**src/hw/rtl/csq_pkg.sv**
```systemverilog
package csq_pkg;

  localparam int NUM_RESOURCES_DEF = 4;
  localparam int QUEUE_DEPTH_DEF   = 16;

  localparam int ACT_W     = 2;
  localparam int RIDX_W    = 3;
  localparam int ID_W      = 8;
  localparam int CNT_W     = 8;
  localparam int STATUS_W  = 2;
  localparam int CFG_IDX_W = 2;
  localparam int CFG_W     = 4;

  localparam logic signed [CNT_W-1:0] CNT_MAX   = 8'sh7f;
  localparam logic signed [CNT_W-1:0] CNT_MIN   = 8'sh80;
  localparam logic signed [CNT_W-1:0] CNT_RESET = 8'sh01;

  typedef enum logic [ACT_W-1:0] {
    ACT_WAIT    = 2'd0,
    ACT_SIGNAL  = 2'd1,
    ACT_UNBLOCK = 2'd2,
    ACT_NONE    = 2'd3
  } action_t;

  typedef enum logic [STATUS_W-1:0] {
    ST_OK          = 2'd0,
    ST_NO_RES      = 2'd1,
    ST_QUEUE_FULL  = 2'd2,
    ST_HOLDER_FULL = 2'd3
  } status_t;

  // controller to datapath
  typedef struct packed {
    logic load;
    logic clr_en;
    logic scan_start;
    logic scan_en;
    logic finish;
  } ctrl_cmd_t;

  // datapath to controller
  typedef struct packed {
    logic clr_done;
    logic need_scan;
    logic scan_done;
  } dp_stat_t;

endpackage

```
**src/hw/rtl/csq_ram.sv**
```systemverilog
module csq_ram #(
  parameter int WIDTH = 8,
  parameter int DEPTH = 64
) (
  input  logic                     clk,
  input  logic                     we,
  input  logic [$clog2(DEPTH)-1:0] waddr,
  input  logic [WIDTH-1:0]         wdata,
  input  logic [$clog2(DEPTH)-1:0] raddr,
  output logic [WIDTH-1:0]         rdata
);

  logic [WIDTH-1:0] mem [DEPTH];

  always_ff @(posedge clk) begin
    if (we) begin
      mem[waddr] <= wdata;
    end
    rdata <= mem[raddr];
  end

endmodule

```
**src/hw/rtl/csq_ctrl.sv**
```systemverilog
module csq_ctrl (
  input  logic                 clk,
  input  logic                 rst_n,
  input  logic                 start,
  input  csq_pkg::dp_stat_t    stat,
  output csq_pkg::ctrl_cmd_t   cmd,
  output logic                 busy
);

  typedef enum logic [2:0] {
    S_CLEAR,
    S_IDLE,
    S_DECODE,
    S_SCAN,
    S_FINISH
  } state_t;

  state_t state_r, state_nxt;
  logic   busy_r;

  always_comb begin
    state_nxt = state_r;
    case (state_r)
      S_CLEAR:  if (stat.clr_done) state_nxt = S_IDLE;
      S_IDLE:   if (start) state_nxt = S_DECODE;
      S_DECODE: state_nxt = stat.need_scan ? S_SCAN : S_FINISH;
      S_SCAN:   if (stat.scan_done) state_nxt = S_FINISH;
      S_FINISH: state_nxt = S_IDLE;
      default:  state_nxt = S_IDLE;
    endcase
  end

  always_comb begin
    cmd            = '0;
    cmd.load       = (state_r == S_IDLE) && start;
    cmd.clr_en     = (state_r == S_CLEAR);
    cmd.scan_start = (state_r == S_DECODE) && stat.need_scan;
    cmd.scan_en    = (state_r == S_SCAN);
    cmd.finish     = (state_r == S_FINISH);
  end

  always_ff @(posedge clk) begin
    if (!rst_n) begin
      state_r <= S_CLEAR;
      busy_r  <= 1'b1;
    end else begin
      state_r <= state_nxt;
      busy_r  <= (state_nxt != S_IDLE);
    end
  end

  assign busy = busy_r;

endmodule

```
**src/hw/rtl/csq_dp.sv**
```systemverilog
module csq_dp #(
  parameter int NUM_RESOURCES = csq_pkg::NUM_RESOURCES_DEF,
  parameter int QUEUE_DEPTH   = csq_pkg::QUEUE_DEPTH_DEF
) (
  input  logic                            clk,
  input  logic                            rst_n,
  input  csq_pkg::ctrl_cmd_t              cmd,
  output csq_pkg::dp_stat_t               stat,
  input  logic [csq_pkg::ACT_W-1:0]       in_action,
  input  logic [csq_pkg::RIDX_W-1:0]      in_resource_index,
  input  logic [csq_pkg::ID_W-1:0]        in_process_id,
  input  logic                            cfg_wr,
  input  logic [csq_pkg::CFG_IDX_W-1:0]   cfg_index,
  input  logic [csq_pkg::CFG_W-1:0]       cfg_data,
  output logic                            out_valid,
  output logic [csq_pkg::STATUS_W-1:0]    out_status,
  output logic                            out_granted,
  output logic                            out_woken_valid,
  output logic [csq_pkg::ID_W-1:0]        out_woken_id,
  output logic signed [csq_pkg::CNT_W-1:0] out_count_after
);

  localparam int SLOTS  = NUM_RESOURCES * QUEUE_DEPTH;
  localparam int SLOT_W = $clog2(SLOTS);
  localparam int RES_W  = (NUM_RESOURCES > 1) ? $clog2(NUM_RESOURCES) : 1;
  localparam int QI_W   = $clog2(QUEUE_DEPTH);
  localparam int FILL_W = $clog2(QUEUE_DEPTH + 1);
  localparam int TW     = FILL_W + 1;
  localparam int ID_W   = csq_pkg::ID_W;
  localparam int CNT_W  = csq_pkg::CNT_W;

  // request latch
  csq_pkg::action_t   act_r;
  logic [csq_pkg::RIDX_W-1:0] ridx_r;
  logic [ID_W-1:0]    pid_r;

  // per-resource state
  logic signed [CNT_W-1:0] unit_count_r [NUM_RESOURCES];
  logic [QI_W-1:0]         head_r       [NUM_RESOURCES];
  logic [FILL_W-1:0]       fill_r       [NUM_RESOURCES];

  // holder scan
  logic [QI_W-1:0]   rd_idx_r, chk_idx_r, hit_idx_r;
  logic              rd_live_r, chk_live_r, hit_r;
  logic [SLOT_W-1:0] clr_idx_r;

  // result registers
  logic                    out_valid_r;
  csq_pkg::status_t        res_status_r;
  logic                    res_granted_r, res_woken_valid_r;
  logic [ID_W-1:0]         res_woken_id_r;
  logic signed [CNT_W-1:0] res_count_r;

  logic [RES_W-1:0]        r_sel;
  logic                    idx_ok;
  logic signed [CNT_W-1:0] cnt_cur;
  logic [QI_W-1:0]         head_cur;
  logic [FILL_W-1:0]       fill_cur;
  logic                    cnt_pos, fill_full;
  logic [SLOT_W-1:0]       base;
  logic [TW-1:0]           tail_sum, tail_wrap;
  logic [QI_W-1:0]         tail_idx;

  logic              h_we;
  logic [SLOT_W-1:0] h_waddr, h_raddr;
  logic [ID_W:0]     h_wdata, h_rdata;
  logic              hq_valid;
  logic [ID_W-1:0]   hq_id;
  logic              match, scan_last;

  logic              w_we;
  logic [SLOT_W-1:0] w_waddr, w_raddr;
  logic [ID_W-1:0]   w_rdata;

  // finish outcome
  csq_pkg::status_t        res_status;
  logic                    res_granted, res_woken_valid;
  logic [ID_W-1:0]         res_woken_id;
  logic signed [CNT_W-1:0] res_count, cnt_nxt;
  logic [QI_W-1:0]         head_nxt;
  logic [FILL_W-1:0]       fill_nxt;
  logic                    h_we_fin, h_set_valid;

  assign r_sel    = ridx_r[RES_W-1:0];
  assign idx_ok   = int'(ridx_r) < NUM_RESOURCES;
  assign cnt_cur  = unit_count_r[r_sel];
  assign head_cur = head_r[r_sel];
  assign fill_cur = fill_r[r_sel];
  assign cnt_pos  = !cnt_cur[CNT_W-1] && (cnt_cur != '0);
  assign fill_full = (fill_cur == FILL_W'(QUEUE_DEPTH));
  assign base     = SLOT_W'(r_sel) * SLOT_W'(QUEUE_DEPTH);

  // tail slot of the circular queue
  assign tail_sum  = TW'(head_cur) + TW'(fill_cur);
  assign tail_wrap = (tail_sum >= TW'(QUEUE_DEPTH)) ? tail_sum - TW'(QUEUE_DEPTH) : tail_sum;
  assign tail_idx  = tail_wrap[QI_W-1:0];

  // holder scan: look for a free slot on wait, a matching id on signal
  assign hq_valid  = h_rdata[ID_W];
  assign hq_id     = h_rdata[ID_W-1:0];
  assign match     = chk_live_r &&
                     ((act_r == csq_pkg::ACT_WAIT) ? !hq_valid : (hq_valid && hq_id == pid_r));
  assign scan_last = chk_live_r && (chk_idx_r == QI_W'(QUEUE_DEPTH - 1));

  assign stat.clr_done  = (clr_idx_r == SLOT_W'(SLOTS - 1));
  assign stat.need_scan = idx_ok && ((act_r == csq_pkg::ACT_WAIT && cnt_pos) ||
                                     act_r == csq_pkg::ACT_SIGNAL);
  assign stat.scan_done = match || scan_last;

  always_comb begin
    res_status      = csq_pkg::ST_OK;
    res_granted     = 1'b0;
    res_woken_valid = 1'b0;
    res_woken_id    = '0;
    res_count       = cnt_cur;
    cnt_nxt         = cnt_cur;
    head_nxt        = head_cur;
    fill_nxt        = fill_cur;
    h_we_fin        = 1'b0;
    h_set_valid     = 1'b0;
    w_we            = 1'b0;
    if (!idx_ok) begin
      res_status = csq_pkg::ST_NO_RES;
      res_count  = '0;
    end else begin
      case (act_r)
        csq_pkg::ACT_WAIT: begin
          if (cnt_pos) begin
            if (hit_r) begin
              h_we_fin    = cmd.finish;
              h_set_valid = 1'b1;
              cnt_nxt     = cnt_cur - 1'b1;
              res_granted = 1'b1;
            end else begin
              res_status = csq_pkg::ST_HOLDER_FULL;
            end
          end else if (fill_full) begin
            res_status = csq_pkg::ST_QUEUE_FULL;
          end else begin
            w_we     = cmd.finish;
            fill_nxt = fill_cur + 1'b1;
            if (cnt_cur != csq_pkg::CNT_MIN) cnt_nxt = cnt_cur - 1'b1;
          end
        end
        csq_pkg::ACT_SIGNAL: begin
          // free the matching slot; the count goes up, saturating at CNT_MAX, even without a holder
          h_we_fin = cmd.finish && hit_r;
          if (cnt_cur != csq_pkg::CNT_MAX) cnt_nxt = cnt_cur + 1'b1;
        end
        csq_pkg::ACT_UNBLOCK: begin
          if (fill_cur != '0) begin
            res_woken_valid = 1'b1;
            res_woken_id    = w_rdata;
            fill_nxt        = fill_cur - 1'b1;
            head_nxt = (head_cur == QI_W'(QUEUE_DEPTH - 1)) ? '0 : head_cur + 1'b1;
          end
        end
        default: ;
      endcase
      res_count = cnt_nxt;
    end
  end

  assign h_we    = cmd.clr_en || h_we_fin;
  assign h_waddr = cmd.clr_en ? clr_idx_r : base + SLOT_W'(hit_idx_r);
  assign h_wdata = cmd.clr_en ? '0 : {h_set_valid, pid_r};
  assign h_raddr = base + SLOT_W'(rd_idx_r);

  assign w_waddr = base + SLOT_W'(tail_idx);
  assign w_raddr = base + SLOT_W'(head_cur);

  csq_ram #(
    .WIDTH (ID_W + 1),
    .DEPTH (SLOTS)
  ) u_holder_ram (
    .clk   (clk),
    .we    (h_we),
    .waddr (h_waddr),
    .wdata (h_wdata),
    .raddr (h_raddr),
    .rdata (h_rdata)
  );

  csq_ram #(
    .WIDTH (ID_W),
    .DEPTH (SLOTS)
  ) u_waiter_ram (
    .clk   (clk),
    .we    (w_we),
    .waddr (w_waddr),
    .wdata (pid_r),
    .raddr (w_raddr),
    .rdata (w_rdata)
  );

  always_ff @(posedge clk) begin
    if (!rst_n) begin
      for (int r = 0; r < NUM_RESOURCES; r++) begin
        unit_count_r[r] <= csq_pkg::CNT_RESET;
        head_r[r]       <= '0;
        fill_r[r]       <= '0;
      end
      clr_idx_r   <= '0;
      rd_live_r   <= 1'b0;
      chk_live_r  <= 1'b0;
      hit_r       <= 1'b0;
      out_valid_r <= 1'b0;
    end else begin
      out_valid_r <= cmd.finish;

      if (cmd.load) begin
        act_r  <= csq_pkg::action_t'(in_action);
        ridx_r <= in_resource_index;
        pid_r  <= in_process_id;
      end

      if (cmd.clr_en) begin
        clr_idx_r <= clr_idx_r + 1'b1;
      end

      if (cmd.scan_start) begin
        rd_idx_r   <= '0;
        rd_live_r  <= 1'b1;
        chk_live_r <= 1'b0;
        hit_r      <= 1'b0;
      end else if (cmd.scan_en) begin
        if (match) begin
          hit_r     <= 1'b1;
          hit_idx_r <= chk_idx_r;
        end
        chk_live_r <= rd_live_r;
        chk_idx_r  <= rd_idx_r;
        if (rd_idx_r == QI_W'(QUEUE_DEPTH - 1)) begin
          rd_live_r <= 1'b0;
        end else begin
          rd_idx_r <= rd_idx_r + 1'b1;
        end
      end

      if (cmd.finish) begin
        res_status_r      <= res_status;
        res_granted_r     <= res_granted;
        res_woken_valid_r <= res_woken_valid;
        res_woken_id_r    <= res_woken_id;
        res_count_r       <= res_count;
      end

      for (int r = 0; r < NUM_RESOURCES; r++) begin
        if (cfg_wr && int'(cfg_index) == r) begin
          unit_count_r[r] <= CNT_W'(cfg_data);
        end else if (cmd.finish && idx_ok && r_sel == RES_W'(r)) begin
          unit_count_r[r] <= cnt_nxt;
          head_r[r]       <= head_nxt;
          fill_r[r]       <= fill_nxt;
        end
      end
    end
  end

  assign out_valid       = out_valid_r;
  assign out_status      = res_status_r;
  assign out_granted     = res_granted_r;
  assign out_woken_valid = res_woken_valid_r;
  assign out_woken_id    = res_woken_id_r;
  assign out_count_after = res_count_r;

endmodule

```
**src/hw/rtl/counting_semaphore_with_wait_queue_core.sv**
```systemverilog
// Bank of NUM_RESOURCES counting semaphores, each with a holder set and a FIFO
// wait queue of QUEUE_DEPTH entries. A request is taken when start is high and
// busy is low; its result appears on the out_ ports for exactly one cycle with
// out_valid high and must be captured then, as there is no way to hold it off.
// Unblock, a queued wait, a wait refused for a full wait queue, an undefined
// action and any request on a bad index go from decode straight to finish.
// A wait on a positive count (granted, or refused for a full holder set) and
// a signal walk the holder set one slot per cycle through the holder RAM read
// port; a full holder set always takes the whole walk. After reset the
// holder RAM is cleared one slot per cycle with busy high; configuration
// writes are taken at any time but belong in idle periods only.
module counting_semaphore_with_wait_queue_core #(
  parameter int NUM_RESOURCES = csq_pkg::NUM_RESOURCES_DEF,
  parameter int QUEUE_DEPTH   = csq_pkg::QUEUE_DEPTH_DEF
) (
  input  logic                              clk,
  input  logic                              rst_n,
  // request channel
  input  logic                              start,
  output logic                              busy,
  input  logic [csq_pkg::ACT_W-1:0]         in_action,
  input  logic [csq_pkg::RIDX_W-1:0]        in_resource_index,
  input  logic [csq_pkg::ID_W-1:0]          in_process_id,
  // result channel, one-cycle strobe
  output logic                              out_valid,
  output logic [csq_pkg::STATUS_W-1:0]      out_status,
  output logic                              out_granted,
  output logic                              out_woken_valid,
  output logic [csq_pkg::ID_W-1:0]          out_woken_id,
  output logic signed [csq_pkg::CNT_W-1:0]  out_count_after,
  // configuration write channel
  input  logic                              cfg_valid,
  output logic                              cfg_ready,
  input  logic [csq_pkg::CFG_IDX_W-1:0]     cfg_index,
  input  logic [csq_pkg::CFG_W-1:0]         cfg_data
);

  csq_pkg::ctrl_cmd_t cmd;
  csq_pkg::dp_stat_t  stat;

  // a register write loads the unit count of its resource straight away
  assign cfg_ready = 1'b1;

  // sequencer: clear pass, decode, holder scan, finish
  csq_ctrl u_ctrl (
    .clk   (clk),
    .rst_n (rst_n),
    .start (start),
    .stat  (stat),
    .cmd   (cmd),
    .busy  (busy)
  );

  // counts, queue pointers, holder and waiter RAMs, result registers
  csq_dp #(
    .NUM_RESOURCES (NUM_RESOURCES),
    .QUEUE_DEPTH   (QUEUE_DEPTH)
  ) u_dp (
    .clk               (clk),
    .rst_n             (rst_n),
    .cmd               (cmd),
    .stat              (stat),
    .in_action         (in_action),
    .in_resource_index (in_resource_index),
    .in_process_id     (in_process_id),
    .cfg_wr            (cfg_valid && cfg_ready),
    .cfg_index         (cfg_index),
    .cfg_data          (cfg_data),
    .out_valid         (out_valid),
    .out_status        (out_status),
    .out_granted       (out_granted),
    .out_woken_valid   (out_woken_valid),
    .out_woken_id      (out_woken_id),
    .out_count_after   (out_count_after)
  );

  // each result strobe lasts a single cycle
  a_strobe_single : assert property (@(posedge clk) disable iff (!rst_n)
    out_valid |=> !out_valid)
    else $error("result strobe held for more than one cycle");

  // a transfer always leaves the block busy for the cycle after
  a_busy_after_transfer : assert property (@(posedge clk) disable iff (!rst_n)
    (start && !busy) |=> busy)
    else $error("not busy after a request transfer");

  // no result strobe in the cycle right after a transfer
  a_no_result_early : assert property (@(posedge clk) disable iff (!rst_n)
    (start && !busy) |=> !out_valid)
    else $error("result strobe directly after a transfer");

  // a rejected index gives a zero count and no grant or wake
  a_bad_index_clean : assert property (@(posedge clk) disable iff (!rst_n)
    (out_valid && out_status == csq_pkg::ST_NO_RES) |->
      (out_count_after == '0 && !out_granted && !out_woken_valid))
    else $error("bad index result carries data");

endmodule

```
**config.mk**
```make
export PLATFORM = sky130hd
export DESIGN_NAME = counting_semaphore_with_wait_queue_core
export DESIGN_NICKNAME = d
export VERILOG_FILES = /design/src/hw/rtl/csq_pkg.sv /design/src/hw/rtl/csq_ram.sv /design/src/hw/rtl/csq_ctrl.sv /design/src/hw/rtl/csq_dp.sv /design/src/hw/rtl/counting_semaphore_with_wait_queue_core.sv
export SDC_FILE = /design/constraint.sdc
export NUM_CORES = 1
export LEC_CHECK = 0
export BUFFER_PORTS_ARGS = -buffer_cell sky130_fd_sc_hd__buf_2
export CAP_MARGIN = 20
export CORE_MARGIN = 2
export CORE_UTILIZATION = 50
export DETAILED_ROUTE_END_ITERATION = 8
export GPL_ROUTABILITY_DRIVEN = 0
export GPL_TIMING_DRIVEN = 1
export HOLD_SLACK_MARGIN = 0.03
export PLACE_DENSITY = 0.65
export SYNTH_ARGS = -nofsm -noshare
export SYNTH_HDL_FRONTEND = slang
export SYNTH_SLANG_ARGS = --single-unit
```
**constraint.sdc**
```tcl
create_clock -name clk -period 7.1 [get_ports clk]
set_clock_uncertainty 0.2 [all_clocks]
set_input_delay 0 -clock clk [delete_from_list [all_inputs] [get_ports clk]]
set_output_delay 0 -clock clk [all_outputs]
set_load 0.005 [all_outputs]
```
Word-level counts from Yosys, hierarchy flattened

Memories as Yosys holds them, arrays and structs flattened. A register that Yosys moved wholly into a read port is not among the register bits.
Cells that the tools add are included.

Muxes and demuxes: 99
Bitwise gates (word level): 18
Equality and inequality tests: 22
$lt $le $gt $ge: 2
Add/sub/neg operators: 13
Reduce and logical (&&, ||, !) cells: 42

Operator list:

| kind                                                                | count |
|---|---|
| 8-bit two-way mux                                                   | 14 |
| 1-bit two-way mux                                                   | 50 |
| 4-bit two-way mux                                                   | 11 |
| 5-bit two-way mux                                                   | 8 |
| 6-bit by 4-bit adder with 6-bit output                              | 4 |
| 1-bit logical AND                                                   | 18 |
| 8-bit != test (second input constant)                               | 2 |
| 1-bit bitwise OR                                                    | 16 |
| 8-bit one-hot mux with 2 select lines                               | 1 |
| 4-bit equality test (second input constant)                         | 3 |
| 2-bit two-way mux                                                   | 6 |
| 3-bit two-way mux                                                   | 4 |
| 3-bit one-hot mux with 4 select lines                               | 1 |
| 2-bit AND reduction                                                 | 6 |
| 2-bit equality test (second input constant)                         | 5 |
| 5-bit one-hot mux with 2 select lines                               | 1 |
| 9-bit two-way mux                                                   | 1 |
| 3-bit AND reduction                                                 | 3 |
| 4-bit by 1-bit adder with 4-bit output (second input constant)      | 2 |
| 8-bit by 1-bit adder with 8-bit output (second input constant)      | 1 |
| 8-bit equality test                                                 | 1 |
| 8-bit nonzero test                                                  | 1 |
| 8-bit by 1-bit subtractor with 8-bit output (second input constant) | 1 |
| 4-bit by 5-bit adder with 6-bit output                              | 1 |
| other kinds (25)                                                    | 35 |

Bits in registers: 59
Bits of input ports: 23
Output and inout bits: 23
RAM bits: 1,156
Memories: 5

Memories:

| memory                | words | bits a word | read ports | clocked after memory_dff | write ports | RTL line      | text |
|---|---|---|---|---|---|---|---|
| u_dp.u_holder_ram.mem | 64    | 9           | 1          | 1                        | 1           | csq_ram.sv:13 | `logic [WIDTH-1:0] mem [DEPTH];` |
| u_dp.u_waiter_ram.mem | 64    | 8           | 1          | 1                        | 1           | csq_ram.sv:13 |  |
| u_dp.unit_count_r     | 4     | 8           | 1          | 1                        | 4           | csq_dp.sv:38  | `logic signed [CNT_W-1:0] unit_count_r [NUM_RESOURCES];` |
| u_dp.fill_r           | 4     | 5           | 1          | 1                        | 4           | csq_dp.sv:40  | `logic [FILL_W-1:0] fill_r [NUM_RESOURCES];` |
| u_dp.head_r           | 4     | 4           | 1          | 1                        | 4           | csq_dp.sv:39  | `logic [QI_W-1:0] head_r [NUM_RESOURCES];` |

Logic depth before layout (Yosys ltp)

Gate-level depths: netlist of run 1.

Depth in word-level cells: 8
Mapped depth: 13
Gate-level depth less buffers: 10

Cells and area by module

From an unflattened synthesis of run 1, not the netlist that was laid out.

Cell total of the unflattened synthesis: 2,609
Area, all modules: 49,850.3 um2

By module, submodules not included:

| module                                  | instances | area each (um2) | cells each |
|---|---|---|---|
| csq_ram (u_dp.u_holder_ram)             | 1         | 22,594.2        | 1,020 |
| csq_ram (u_dp.u_waiter_ram)             | 1         | 20,166.8        | 940 |
| csq_dp                                  | 1         | 6,849.1         | 619 |
| csq_ctrl                                | 1         | 229.0           | 28 |
| counting_semaphore_with_wait_queue_core | 1         | 11.3            | 2 |

Least setup slack after synthesis of run 1

Ideal clock, no wire load.

Path kind: register -> register
From: reg (tool-made name)
To: mem u_dp.u_holder_ram.mem[0][8] (netlist name) (data pin)
Arrival: 4.613 ns
Path slack: 1.606 ns
Required time: 6.219 ns
Cell stages (with the launch flop): 11
Buffers on the path: 4
Cell sequence: dfxtp_1 -> buf_2 -> buf_2 -> mux4_2 -> clkbuf_1 -> inv_1 -> ha_1 -> a31oi_2 -> clkbuf_1 -> nand2_1 -> nor3_1

RTL lines:

| what             | RTL line |
|---|---|
| end: declaration | csq_ram.sv:13 |

==> results of run 1 <==
-- cell type report --
class / count / area (um^2)
Fill cell: 6977 / 41900
Clock buffer: 150 / 3140
Multi-Input combinational cell: 1053 / 11600
Clock inverter: 73 / 836
Sequential cell: 1234 / 36700
Tap cell: 1276 / 1600
Inverter: 15 / 56.3
Timing Repair Buffer: 128 / 1010
-- placed cells by master, fill, tap and decap left out, types with 12 or more instances in the layout --
cell type      count
a21boi_1          30
a21oi_1           26
a22oi_1           66
and2_1            13
buf_2             44
buf_4             33
bufinv_16         12
clkbuf_1          25
clkbuf_16        118
clkinv_1          13
clkinv_2          27
dfxtp_1           33
dlygate4sd3_1     48
edfxtp_1        1201
inv_1             14
mux4_2           330
nand2_1           91
nand3_1           27
nand4_1           12
nor2_1           224
nor3_1            21
o21ai_0           18
o21ai_1           12
xnor2_1           15
-- layer usage --
| layer | global-route usage [%] | vias up |
|---|---|---|
| li1 | - | 10300 |
| met4 | 6.70 | 2 |
| met3 | 3.55 | 188 |
| met5 | 0 | - |
| met1 | 32.4 | 12900 |
| met2 | 37.5 | 1110 |
-- where the power goes --
part / internal, W / leakage [nW] / switching, W
combinational: 0.000112 / 3.90 / 0.000166
clock: 0.00361 / 1.94 / 0.00274
sequential: 0.00791 / 11.2 / 0.0000122
-- worst max-delay path, cell delays in order, from the launching register on --
cell     delay [ns]
dfxtp_1        0.72
mux4_4         1.09
ha_1           0.44
a21o_1         0.18
a21oi_1        0.19
xnor2_1        0.17
xnor2_1        0.61
nand2_1        0.45
nor2_1         0.66
-- logic make-up (layout without fill, tap and decap cells) --
| logic type | after synthesis | in the layout | share of synthesized area, % |
|---|---|---|---|
| other | 1 | 1 | 0.00767 |
| and+or+nand+nor | 455 | 455 | 4.15 |
| muxes | 351 | 351 | 15.7 |
| adders and majority gates | 12 | 12 | 0.322 |
| xor gates and xnor gates | 22 | 22 | 0.394 |
| AOI/OAI and AO/OA | 212 | 212 | 3.07 |
| buffers and inverters | 139 | 366 | 1.26 |
| DFF | 1234 | 1234 | 75.1 |
-- through the flow --
| step | util (%) | cells | total power [W] | worst slack, ns |
|---|---|---|---|---|
| after floorplan | - | 2426 | 0.00825 | 1.61 |
| after global placement | 52.2 | 3658 | 0.00833 | 2.05 |
| after detailed placement | 52.2 | 3658 | 0.00833 | 1.92 |
| after CTS | 56.8 | 3929 | 0.0146 | 1.87 |
| after global routing | 56.8 | 3929 | 0.0149 | 1.65 |
| final | 56.8 | 3929 | 0.0145 | 1.98 |
-- repair_timing --
item / CTS / global route
endpoints found under the setup margin: 0 / 0
resized for setup: 0 / 0
endpoints found under the hold margin: 117 / 0
hold buffers: 48 / 0
setup buffers: 0 / 0
-- final timing paths --
path                                   startpoint                            to  slack (ns)  cells past startpoint
worst min-delay path                        rst_n             u_ctrl.state_r[0]        0.12                      3
worst min register to register  u_dp.chk_idx_r[2]             u_dp.hit_idx_r[2]        0.25                      0
worst max-delay path                         flop  u_dp.u_waiter_ram.mem[36][7]        1.98                      8
worst max register to register               flop  u_dp.u_waiter_ram.mem[36][7]        1.98                      8
-- sequential cells by signal (all words and copies together) (netlist names), 2 cells and up, named ones only --
signal	flops
u_dp.fill_r	20
u_dp.u_holder_ram.mem	576
u_dp.u_waiter_ram.rdata	8
u_dp.out_status	2
u_dp.u_waiter_ram.mem	512
u_dp.clr_idx_r	6
u_dp.act_r	2
u_dp.out_count_after	8
u_dp.u_holder_ram.rdata	9
u_dp.out_woken_id	8
u_dp.chk_idx_r	4
u_ctrl.state_r	3
u_dp.ridx_r	3
u_dp.pid_r	8
u_dp.rd_idx_r	4
u_dp.unit_count_r	32
u_dp.hit_idx_r	4
u_dp.head_r	16
==> impl_metrics.tcl, run 1 <==
set metrics [dict create \
    min_period_over_period_pct 72.1 \
    clock_sinks 1234 \
    synth.distinct_cells 72 \
    setup_viol 0 \
    cp.required_ns 7.24 \
    grt_pass1_wl_mm 168 \
    start_util_pct 50.5 \
    vias_per_cell 6.24 \
    fin_hold_ws_ns 0.118 \
    final_antenna_net_count 0 \
    insertion_delay_ns 0.73 \
    power.density_mw_per_mm2 265 \
    ys_ff_latch 1234 \
    critPathMaxFanout 51 \
    antenna_found_initial 1 \
    grt_max_degree 148 \
    ir_worst_vdd_mv 0.239 \
    vias 24500 \
    syn_to_final_growth_pct 12.4 \
    ctsHtreeMaxLevel 3 \
    period_minus_slack_ns 5.12 \
    path_clk_slew_ns 0.06 \
    wl_met1_mm 46.5 \
    fp.dieH_um 317 \
    io_pins 46 \
    maxCapViolations 0 \
    synth_area_leaders "edfxtp_1 (74%), mux4_2 (15%), nor2_1 (1.7%), dfxtp_1 (1.4%), a22oi_1 (1.0%)" \
    routed-wl-met2_mm 56.5 \
    wl_met3_mm 7.50 \
    diodes 0 \
    rows 114 \
    grt_pass1_vias 24500 \
    dr.pass1.iters 6 \
    grt_overflow 0 \
    status "complete, no violations" \
    yosysMostFrequentCell "edfxtp_1" \
    synthDominantCellAreaShare_pct 73.7 \
    clock.fmax_ghz 0.195 \
    drt_iter0_drc 3159 \
    track_usage_pct 22.9 \
    clockBufferDepth 3 \
    synthesis.area_mm2 0.0489 \
    ys_async_sr_fraction_pct 0 \
    nets 2585 \
    drv_slew 0 \
    die_area_mm2 0.100 \
    synth_nets 2461 \
    die_x_um 317 \
    power_leakage_nw 17.0 \
    rsz0062_at_grt "false" \
    cts_root_buffer "clkbuf_16" \
    drive_gt1_share_pct 23.6 \
    arrival_ns 5.26 \
    worst_pin_slew_ns 1.14 \
    ys_seq_area_share_pct 75.1 \
    syn_avg_cell_area_um2 20.2 \
    hold_violations 0 \
    finalWirelength_mm 113 \
    slew_headroom_pct 24.1 \
    post-route-drc-count 0 \
    cts_tree "built" \
    syn_inst 2426 \
    stdcell_area_mm2 0.0550 \
    min_path_type "in -> reg" \
    yosysTopAreaCell "edfxtp_1" \
    crit_path_end_kind "flop" \
    synth_warnings 0 \
    post_dp_cell_area_mm2 0.0505 \
    wire_per_inst_um 28.9 \
    portBuffers 44 \
    synth_flop_cell "edfxtp_1" \
    synth_common_cells "edfxtp_1 (1201), mux4_2 (332), nor2_1 (226), nand2_1 (91), clkbuf_1 (78)" \
    top_layer_used "met5" \
    post-dp-hpwl_mm 68.7 \
    coreArea_mm2 0.0969 \
    start_kind "flop" \
    crit_type "reg -> reg" \
    synth_edf_count 1201 \
    fin_setup_tns_ns 0 \
    numCtsBuffers 118 \
]
No activity file was read; power rests on OpenSTA's default activity.
==> run 2, diff against run 1 <==
- ABC_AREA: unset -> 1
- clock period: 7.1 -> 5 ns (I/O delays scaled with it)
==> impl_metrics.tcl, run 2 <==
set metrics [dict create \
    status "complete, no violations" \
    largest_register_ffs 576 \
    final_antenna_net_count 0 \
    grt_max_degree 172 \
    power_frac_comb_pct 1.6 \
    synth_edf_count 1201 \
    maxCapViolations 0 \
    grt_pass1_vias 32300 \
    insertion_delay_ns 0.73 \
    grt_pass1_wl_mm 199 \
    rows 117 \
    swShare_pct 20.1 \
    synth_common_cells "edfxtp_1 (1201), nor2_1 (760), nand2_1 (570), o21ai_0 (505), nand3_1 (186)" \
    drive_gt1_share_pct 9.44 \
    yosysMostFrequentCell "edfxtp_1" \
    synth_flop_cell "edfxtp_1" \
    clock.fmax_ghz 0.250 \
    syn_to_final_growth_pct 12.2 \
    synthesis.area_mm2 0.0509 \
    ys_async_sr_fraction_pct 0 \
    cp.required_ns 5.16 \
    synth_nets 4257 \
    fillers 8304 \
    worst_pin_slew_ns 1.09 \
    track_usage_pct 25.5 \
    die_area_mm2 0.104 \
    min_path_type "in -> reg" \
    p_sw_w 0.00421 \
    crit_family "simple AND/OR/NAND/NOR gates" \
    start_kind "flop" \
    wire_per_inst_um 23.4 \
    path_clk_slew_ns 0.07 \
    start_util_pct 50.2 \
    clock_sinks 1234 \
    path_cells "buf_4, a21oi_1, o21ai_0, nand2_1, inv_1, ha_1, inv_1, fa_1, xor2_1, inv_1, nor2_1, nand2_4, nor2_1" \
    grt_overflow 0 \
    critPathMaxStageDelay_ns 0.61 \
    crit_type "reg -> reg" \
    synth_area_leaders "edfxtp_1 (71%), nor2_1 (5.6%), o21ai_0 (5.0%), nand2_1 (4.2%), nand3_1 (1.8%)" \
    cp_slowest_cell "nor2_1" \
    largestRegisters "u_dp.u_holder_ram.mem: 576 flops, u_dp.u_waiter_ram.mem: 512 flops, u_dp.unit_count_r: 32 flops" \
    pwr-share-clk_pct 44.6 \
    nets 4304 \
    coreArea_mm2 0.101 \
    diodes 0 \
    syn_inst 4222 \
    cts_setup_buffers 0 \
    numCtsBuffers 120 \
    finalWirelength_mm 135 \
    cpMostUsedCell "inv_1" \
    post-route-drc-count 0 \
    hold_violations 0 \
    ys_seq_area_share_pct 72.1 \
    power.internal_w 0.0167 \
    fp.dieH_um 323 \
    cts_tree "built" \
    fin_setup_tns_ns 0 \
    power.density_mw_per_mm2 367 \
    dr.pass1.iters 7 \
    arrival_ns 4.16 \
    total_power_w 0.0209 \
    r2r_slack_ns 1.0 \
    antenna_found_initial 1 \
    power_leakage_nw 19.5 \
    drt_iter0_drc 4668 \
    yosysTopAreaCell "edfxtp_1" \
    setup_viol 0 \
    rsz0062_at_grt "false" \
    ys_ff_latch 1234 \
    period_minus_slack_ns 4.00 \
    fin_hold_ws_ns 0.0932 \
    final_util_pct 56.3 \
    post-dp-hpwl_mm 78.8 \
    vias 33800 \
    clockBufferDepth 3 \
    stdcell_area_mm2 0.0571 \
    ctsHtreeMaxLevel 3 \
    crit_path_end_kind "flop" \
    io_pins 46 \
    synth_warnings 0 \
    vias_per_cell 5.89 \
    final_common_cell "edfxtp_1" \
    min_period_over_period_pct 80.1 \
    post_dp_cell_area_mm2 0.0526 \
    seq_power_share_pct 53.7 \
    syn_avg_cell_area_um2 12.1 \
    synth.distinct_cells 48 \
    slew_headroom_pct 27.4 \
    portBuffers 44 \
    final_cell_mix "edfxtp_1 (1201), nor2_1 (746), nand2_1 (570)" \
    cts_root_buffer "clkbuf_16" \
    critPathMaxFanout 15 \
    drv_slew 0 \
    ir_worst_vdd_mv 0.318 \
    largest_register "u_dp.u_holder_ram.mem" \
    worstPathBufferInverterCount 4 \
    synthDominantCellAreaShare_pct 70.8 \
    die_x_um 323 \
]
[run 2: path summary, 6_finish.rpt]
path / startpoint / endpoint / depth (start not counted)
setup / recovery: flop / u_dp.u_waiter_ram.mem[40][0] / 13
hold / removal: rst_n / u_ctrl.state_r[0] / 4
setup reg to reg: flop / u_dp.u_waiter_ram.mem[40][0] / 13
hold reg to reg: u_dp.chk_idx_r[1] / u_dp.hit_idx_r[1] / 0
[run 2: stage by stage]
step	setup slack [ns]	instances
global placement	1.05	5467
CTS	0.986	5741
global route	0.705	5741
floorplan	0.114	4222
detailed placement	0.986	5467
finish	0.995	5741
[run 2: per-layer routing]
metal,wire [um],track usage [%],part of all wire (%),up-vias
li1,-,-,-,15300
met5,13,0,0.0097,-
met1,54700,35.5,41,16500
met4,4800,9.14,3.6,2
met3,12400,4.44,9.2,290
met2,62700,40.7,47,1764
[run 2: power by group through the flow]
stage | logic, W | registers (W) | clock network [W]
global placement | 0.000308 | 0.0115 | 0
detailed placement | 0.000310 | 0.0115 | 0
global route | 0.000369 | 0.0112 | 0.00985
finish | 0.000341 | 0.0112 | 0.00935
CTS | 0.000338 | 0.0112 | 0.00945
floorplan | 0.000205 | 0.0115 | 0
[run 2: worst register-to-register path, delay by kind of cell, from the launching register on]
kind | cells | cell delay, ns
flip-flops | 1 | 0.43
buffers and inverters | 4 | 0.59
AND/OR/NAND/NOR | 4 | 1.37
adder cells (fa/ha/maj) | 2 | 0.59
XOR/XNOR | 1 | 0.30
AO/OA/AOI/OAI | 2 | 0.14
[run 2: what timing repair did]
action / 4_1_cts / 5_1_grt
hold endpoints to repair: 133 / 0
hold buffers: 48 / 0
resized for setup: 0 / 0
[run 2: logic make-up (layout without fill, tap and decap cells)]
logic type / Yosys count / after routing / synth area share, %
xor+xnor: 13 / 13 / 0.224
flops: 1234 / 1234 / 72.1
fa+ha+maj: 12 / 12 / 0.310
compound gates: 895 / 895 / 9.94
simple gates: 1669 / 1669 / 14.1
other cells: 1 / 1 / 0.00737
buf+inv: 398 / 549 / 3.31
[run 2: layout make-up]
type / instances / area (um^2) / share of cell area (%)
inverter: 159 / 621 / 1.09
timing repair buffer: 164 / 1370 / 2.39
clock buffer: 143 / 3150 / 5.52
sequential: 1234 / 36700 / 64.3
multi-input combinational: 2590 / 12600 / 22.1
clock inverter: 83 / 940 / 1.65
tap: 1368 / 1710 / 3.00
